File: src/rtl/core/rtd_pkg.sv
// shared types, constants and the reference resistance rom for the rtd converter
// no dependencies
`default_nettype none

package rtd_pkg;

  // table geometry
  localparam int TABLE_ENTRIES = 106;
  localparam int ROM_SIZE      = 106;
  localparam int STEP_DEGREES  = 10;
  localparam int START_TENTHS  = -2000;

  // entries actually searched
  localparam int N_USED = (TABLE_ENTRIES > ROM_SIZE) ? ROM_SIZE :
                          ((TABLE_ENTRIES < 1) ? 1 : TABLE_ENTRIES);

  // tenths of a degree per table segment
  localparam int SCALE = STEP_DEGREES * 10;

  // field widths
  localparam int RES_W  = 16;
  localparam int TEMP_W = 15;
  localparam int STAT_W = 2;

  // search index covers 0..N_USED, rom address covers the stored table
  localparam int IDX_W   = $clog2(N_USED + 1);
  localparam int ROM_AW  = $clog2(ROM_SIZE);

  // quotient bits of the interpolation divide (fraction < SCALE)
  localparam int QW      = $clog2(SCALE);
  localparam int NUM_W   = RES_W + $clog2(SCALE + 1);
  localparam int DIV_W   = RES_W + QW + 1;

  // sequencer step counter
  localparam int MAX_STEPS = (IDX_W > QW) ? IDX_W : QW;
  localparam int STEP_W    = $clog2(MAX_STEPS);

  // internal width of the temperature sum before wrapping
  localparam int SUM_W = 32;

  // saturation temperature at the last entry in use
  localparam int TOP_TENTHS = START_TENTHS + (N_USED - 1) * SCALE;

  // range status codes
  typedef enum logic [STAT_W-1:0] {
    RANGE_OK    = 2'd0,
    RANGE_BELOW = 2'd1,
    RANGE_ABOVE = 2'd2
  } range_e;

  // sequencer states
  typedef enum logic [2:0] {
    ST_IDLE,
    ST_SEARCH,
    ST_MULT,
    ST_DIV,
    ST_FIN
  } state_e;

  // controller to datapath commands
  typedef struct packed {
    logic              load;
    logic              search;
    logic              mult;
    logic              divide;
    logic              publish;
    logic [STEP_W-1:0] step;
  } cmd_t;

  // datapath to controller status
  typedef struct packed {
    logic in_range;
  } sts_t;

  // reference resistances in 0.01 ohm, one every STEP_DEGREES from -200 C
  function automatic logic [RES_W-1:0] rom_at(input logic [ROM_AW-1:0] idx);
    logic [RES_W-1:0] v;
    case (idx)
      7'd0:   v = 16'd1849;
      7'd1:   v = 16'd2280;
      7'd2:   v = 16'd2708;
      7'd3:   v = 16'd3132;
      7'd4:   v = 16'd3553;
      7'd5:   v = 16'd3971;
      7'd6:   v = 16'd4387;
      7'd7:   v = 16'd4800;
      7'd8:   v = 16'd5211;
      7'd9:   v = 16'd5619;
      7'd10:  v = 16'd6025;
      7'd11:  v = 16'd6430;
      7'd12:  v = 16'd6833;
      7'd13:  v = 16'd7233;
      7'd14:  v = 16'd7633;
      7'd15:  v = 16'd8031;
      7'd16:  v = 16'd8427;
      7'd17:  v = 16'd8822;
      7'd18:  v = 16'd9216;
      7'd19:  v = 16'd9609;
      7'd20:  v = 16'd10000;
      7'd21:  v = 16'd10390;
      7'd22:  v = 16'd10779;
      7'd23:  v = 16'd11167;
      7'd24:  v = 16'd11554;
      7'd25:  v = 16'd11940;
      7'd26:  v = 16'd12324;
      7'd27:  v = 16'd12707;
      7'd28:  v = 16'd13089;
      7'd29:  v = 16'd13470;
      7'd30:  v = 16'd13850;
      7'd31:  v = 16'd14229;
      7'd32:  v = 16'd14606;
      7'd33:  v = 16'd14982;
      7'd34:  v = 16'd15358;
      7'd35:  v = 16'd15731;
      7'd36:  v = 16'd16104;
      7'd37:  v = 16'd16476;
      7'd38:  v = 16'd16846;
      7'd39:  v = 16'd17216;
      7'd40:  v = 16'd17584;
      7'd41:  v = 16'd17951;
      7'd42:  v = 16'd18317;
      7'd43:  v = 16'd18682;
      7'd44:  v = 16'd19045;
      7'd45:  v = 16'd19407;
      7'd46:  v = 16'd19769;
      7'd47:  v = 16'd20129;
      7'd48:  v = 16'd20488;
      7'd49:  v = 16'd20845;
      7'd50:  v = 16'd21202;
      7'd51:  v = 16'd21560;
      7'd52:  v = 16'd21915;
      7'd53:  v = 16'd22268;
      7'd54:  v = 16'd22620;
      7'd55:  v = 16'd22971;
      7'd56:  v = 16'd23321;
      7'd57:  v = 16'd23670;
      7'd58:  v = 16'd24017;
      7'd59:  v = 16'd24364;
      7'd60:  v = 16'd24709;
      7'd61:  v = 16'd25053;
      7'd62:  v = 16'd25396;
      7'd63:  v = 16'd25737;
      7'd64:  v = 16'd26078;
      7'd65:  v = 16'd26417;
      7'd66:  v = 16'd26756;
      7'd67:  v = 16'd27093;
      7'd68:  v = 16'd27429;
      7'd69:  v = 16'd27764;
      7'd70:  v = 16'd28097;
      7'd71:  v = 16'd28430;
      7'd72:  v = 16'd28761;
      7'd73:  v = 16'd29091;
      7'd74:  v = 16'd29420;
      7'd75:  v = 16'd29748;
      7'd76:  v = 16'd30075;
      7'd77:  v = 16'd30401;
      7'd78:  v = 16'd30725;
      7'd79:  v = 16'd31048;
      7'd80:  v = 16'd31370;
      7'd81:  v = 16'd31691;
      7'd82:  v = 16'd32011;
      7'd83:  v = 16'd32330;
      7'd84:  v = 16'd32647;
      7'd85:  v = 16'd32964;
      7'd86:  v = 16'd33279;
      7'd87:  v = 16'd33593;
      7'd88:  v = 16'd33906;
      7'd89:  v = 16'd34217;
      7'd90:  v = 16'd34528;
      7'd91:  v = 16'd34837;
      7'd92:  v = 16'd35146;
      7'd93:  v = 16'd35453;
      7'd94:  v = 16'd35759;
      7'd95:  v = 16'd36063;
      7'd96:  v = 16'd36367;
      7'd97:  v = 16'd36669;
      7'd98:  v = 16'd36971;
      7'd99:  v = 16'd37271;
      7'd100: v = 16'd37570;
      7'd101: v = 16'd37868;
      7'd102: v = 16'd38165;
      7'd103: v = 16'd38460;
      7'd104: v = 16'd38754;
      7'd105: v = 16'd39048;
      default: v = '0;
    endcase
    return v;
  endfunction

endpackage

`default_nettype wire

File: src/rtl/core/rtd_ctrl.sv
// sequencer for the rtd converter: search, multiply, divide, publish
// depends on rtd_pkg
`default_nettype none

module rtd_ctrl (
  input  wire logic          clk_i,
  input  wire logic          rst_ni,
  input  wire logic          in_valid_i,
  output logic               in_ready_o,
  output logic               out_valid_o,
  input  wire logic          out_ready_i,
  input  wire rtd_pkg::sts_t sts_i,
  output rtd_pkg::cmd_t      cmd_o
);
  import rtd_pkg::*;

  state_e            state_q, state_d;
  logic [STEP_W-1:0] step_q, step_d;
  logic              out_valid_q, out_valid_d;

  // control registers
  always_ff @(posedge clk_i or negedge rst_ni) begin
    if (!rst_ni) begin
      state_q     <= ST_IDLE;
      step_q      <= '0;
      out_valid_q <= 1'b0;
    end else begin
      state_q     <= state_d;
      step_q      <= step_d;
      out_valid_q <= out_valid_d;
    end
  end

  // next state and commands
  always_comb begin
    state_d       = state_q;
    step_d        = step_q;
    out_valid_d   = out_valid_q & ~out_ready_i;
    in_ready_o    = 1'b0;
    cmd_o         = '0;
    cmd_o.step    = step_q;
    case (state_q)
      ST_IDLE: begin
        in_ready_o = 1'b1;
        if (in_valid_i) begin
          cmd_o.load = 1'b1;
          step_d     = '0;
          state_d    = ST_SEARCH;
        end
      end
      ST_SEARCH: begin
        cmd_o.search = 1'b1;
        step_d       = step_q + 1'b1;
        if (step_q == STEP_W'(IDX_W - 1)) begin
          state_d = ST_MULT;
        end
      end
      ST_MULT: begin
        step_d = '0;
        if (sts_i.in_range) begin
          cmd_o.mult = 1'b1;
          state_d    = ST_DIV;
        end else begin
          state_d = ST_FIN;
        end
      end
      ST_DIV: begin
        cmd_o.divide = 1'b1;
        step_d       = step_q + 1'b1;
        if (step_q == STEP_W'(QW - 1)) begin
          state_d = ST_FIN;
        end
      end
      ST_FIN: begin
        // wait for the output register to be free
        if (!out_valid_q || out_ready_i) begin
          cmd_o.publish = 1'b1;
          out_valid_d   = 1'b1;
          state_d       = ST_IDLE;
        end
      end
      default: begin
        state_d = ST_IDLE;
      end
    endcase
  end

  assign out_valid_o = out_valid_q;

endmodule

`default_nettype wire

File: config.mk
export PLATFORM = sky130hd
export DESIGN_NAME = rtd_ctrl
export DESIGN_NICKNAME = d
export VERILOG_FILES = /design/src/rtl/core/rtd_pkg.sv /design/src/rtl/core/rtd_ctrl.sv
export SDC_FILE = /design/constraint.sdc
export NUM_CORES = 1
export LEC_CHECK = 0
export ABC_AREA = 0
export ABC_CLOCK_PERIOD_IN_PS = 1600
export CAP_MARGIN = 10
export CORE_AREA = 10 10 47 49
export CTS_CLUSTER_SIZE = 24
export DETAILED_ROUTE_END_ITERATION = 8
export DIE_AREA = 0 0 57 59
export DONT_BUFFER_PORTS = 1
export PLACE_DENSITY_LB_ADDON = 0.25
export SLEW_MARGIN = 20
export SYNTH_ARGS = -nofsm -noshare
export SYNTH_HDL_FRONTEND = slang
export SYNTH_SLANG_ARGS = --single-unit
File: constraint.sdc
create_clock -name clk_i -period 1.6 [get_ports clk_i]
set_clock_uncertainty 0.15 [all_clocks]
set_input_delay 0.16 -clock clk_i [delete_from_list [all_inputs] [get_ports clk_i]]
set_output_delay 0.16 -clock clk_i [all_outputs]
set_load 0.01 [all_outputs]
==> flow_summary_export.csv <==
group,metric,value,unit
outcome,status,"finished clean",
global_route,grt_pass1_wl,1.56,mm
sta,drv_slew,0,
sta,rsz0062_at_grt,"false",
clock_tree,cts_buffer_depth,2,
route,route.detailed.drc,0,
setup_path,end_kind,"primary output",
global_route,grt_start_max_net_pins,13,
die,fp.dieW,57,µm
route,ant_nets,0,
setup_path,cpMaxStageDelayCell,"dfrtp_2",
sta,layout_worst_path_cycle_share,0.942,
sta,final-hold-violation-count,0,
clock_tree,root_buffer,"clkbuf_4",
global_route,overflow,0,
layout,drive_above_1_share,0.265,
layout,layout_commonest_cell,"o21ai_0",
clock_tree,cts_buffers,3,
clock_tree,cts_tree,"built",
route,dr.pass1.iters,1,
sta,relSlewSlack,0.771,
sta,finalSetupViolations,0,
place,place_hpwl,757,µm
setup_path,crit_type,"reg2out",
sta,fin_setup_tns,0,ps
setup_path,cp.arrival,1200,ps
layout,layout_common_cells,"o21ai_0 (6), dfrtp_1 (5), nand2_1 (4), nor2_1 (3), clkbuf_4 (3)",
place,dp.cells,59,
synthesis,ys_types,22,
setup_path,cp-start-kind,"register",
power_and_ir_drop,leakage,0.205,nW
setup_path,worstPathRequired,1290,ps
sta,period_needed,1510,ps
place,place.gp.congestion,0.724,
layout,final_cells,65,
die,core.rowCount,14,
layout,final_nets,57,
route,drt_wl_total,988,µm
die,core-area,1400,µm²
clock_tree,post_cts_buffers,0,
synthesis,mappedNetlistArea,412,µm²
layout,diodes,0,
setup_path,critPathBufInv,0,
global_route,grt_pass1_vias,324,
die,dieArea,3360,µm²
clock_tree,clk_pin_slew,50,ps
setup_path,max_stage_delay,490,ps
power_and_ir_drop,p_per_area,1840,nW/µm²
route,num_vias,337,
clock_tree,insertion_delay,250,ps
synthesis,synth_warnings,0,
setup_path,path_max_fanout,12,
global_route,grt_usage,0.0625,
power_and_ir_drop,ir_drop,0.000664,V
synthesis,ys_ff_latch,7,
global_route,antenna_found_initial,0,
clock_tree,clock_sinks,7,
worst_hold_path,hold_path.class,"in2reg",
job,max-cap-violations,0,
die,start_util,0.294,
setup_path,crit_chain,"nor3_1 > and2_1",
route,dr.first_iter.drc_count,0,
die,ioPinCount,15,
route,avgViaCountPerCell,5.18,
sta,max_freq,0.664,GHz
synthesis,synth_cells,44,
layout,areaGrowthSynthToFinish,17.0,%
sta,worst_slew_pin_slew,342,ps
place,portBuffers,0,
synthesis,seq_area_frac_synth,0.426,
synthesis,syn_nets,51,
setup_path,crit_family,"flip-flops",
die,die_y,59,µm
synthesis,syn_avg_cell_area,9.36,µm²
route,wl_per_cell,15.2,µm
clock_tree,htree_levels,1,
power by group:
group / internal, W / switching (W) / leakage, nW
logic: 0.000153 / 0.000173 / 0.105
clock network: 0.0000955 / 0.0000701 / 0.0150
registers: 0.000249 / 0.000146 / 0.0843
area by class of cell:
type	instances	area (µm²)
Sequential cell	7	178
Multi-Input combinational cell	33	223
Clock buffer	4	26.3
Fill cell	155	920
Tap cell	16	20.0
Inverter	2	7.51
Timing Repair Buffer	3	27.5
per-layer routing:
| layer | vias up | track usage | part of all wire |
|---|---|---|---|
| met1 | 161 | 0.0565 | 0.41 |
| met3 | 2 | 0.0322 | 0.083 |
| met2 | 9 | 0.0992 | 0.49 |
| met5 | - | 0 | 0 |
| li1 | 165 | - | - |
| met4 | 0 | 0.0604 | 0.012 |
metrics by stage:
step | area [µm²] | power (W) | hold slack [ps] | util | worst slack [ps]
6_report | 482 | 0.000887 | 50.3 | 0.344 | 93.0
5_1_grt | 482 | 0.000972 | 62.9 | 0.344 | 28.0
4_1_cts | 474 | 0.000892 | 44.5 | 0.338 | 1.05
3_3_place_gp | 423 | 0.000704 | -285 | 0.302 | 197
2_1_floorplan | 412 | 0.000639 | -286 | - | 210
3_5_place_dp | 423 | 0.000708 | -285 | 0.302 | 188
repair_timing:
item | 4_1_cts | 5_1_grt
endpoints found under the setup margin | 1 | 3
resized for setup | 1 | 4
endpoints found under the hold margin | 9 | 0
hold buffers | 2 | 0
final timing paths:
path | slack, ps | depth (start not counted) | endpoint | from
min | 50 | 3 | step_q[0] | in_valid_i
min reg2reg | 420 | 1 | state_q[0] | state_q[2]
max | 90 | 2 | cmd_o[7] | state_q[2]
min in group asynchronous | 90 | 1 | step_q[2] | rst_ni
max in group asynchronous | 930 | 1 | state_q[2] | rst_ni
max reg2reg | 190 | 5 | state_q[1] | step_q[0]
flip-flops by register name, indices dropped and copies added (netlist names):
name,flops
out_valid_o,1
state_q,3
step_q,3
tightest hold or removal path: stages:
cell and delay [ps]:
nor3_1 40, o21ai_0 120, o21ai_0 80
cells by family (layout without fill, tap and decap cells):
family          count (synthesis)  after routing  synth area share
fa+ha+maj                       2              2            0.0608
compound gates                 11             11             0.195
simple gates                   19             19             0.240
flops                           7              7             0.426
xor+xnor                        1              1            0.0213
buf+inv                         4              9            0.0577
cell usage after synthesis:
| master | number | area, µm² |
|---|---|---|
| dfrtp_1 | 7 | 175 |
| o21ai_0 | 6 | 30.0 |
| nor2_1 | 5 | 18.8 |
| nand2_1 | 4 | 15.0 |
| ha_1 | 2 | 25.0 |
| nand2b_1 | 2 | 12.5 |
| nor3_1 | 2 | 10.0 |
| nor3b_1 | 2 | 15.0 |
| a211oi_1 | 1 | 7.51 |
| a211oi_2 | 1 | 12.5 |
| a311oi_2 | 1 | 15.0 |
| a31oi_1 | 1 | 6.26 |
| and2_1 | 1 | 6.26 |
| and2_4 | 1 | 8.76 |
| and3_1 | 1 | 6.26 |
| buf_2 | 1 | 5.00 |
| buf_6 | 1 | 11.3 |
| inv_1 | 1 | 3.75 |
| inv_2 | 1 | 3.75 |
| nor2b_1 | 1 | 6.26 |
| o32ai_1 | 1 | 8.76 |
| xnor2_1 | 1 | 8.76 |
(Power assumes the default switching activity.)
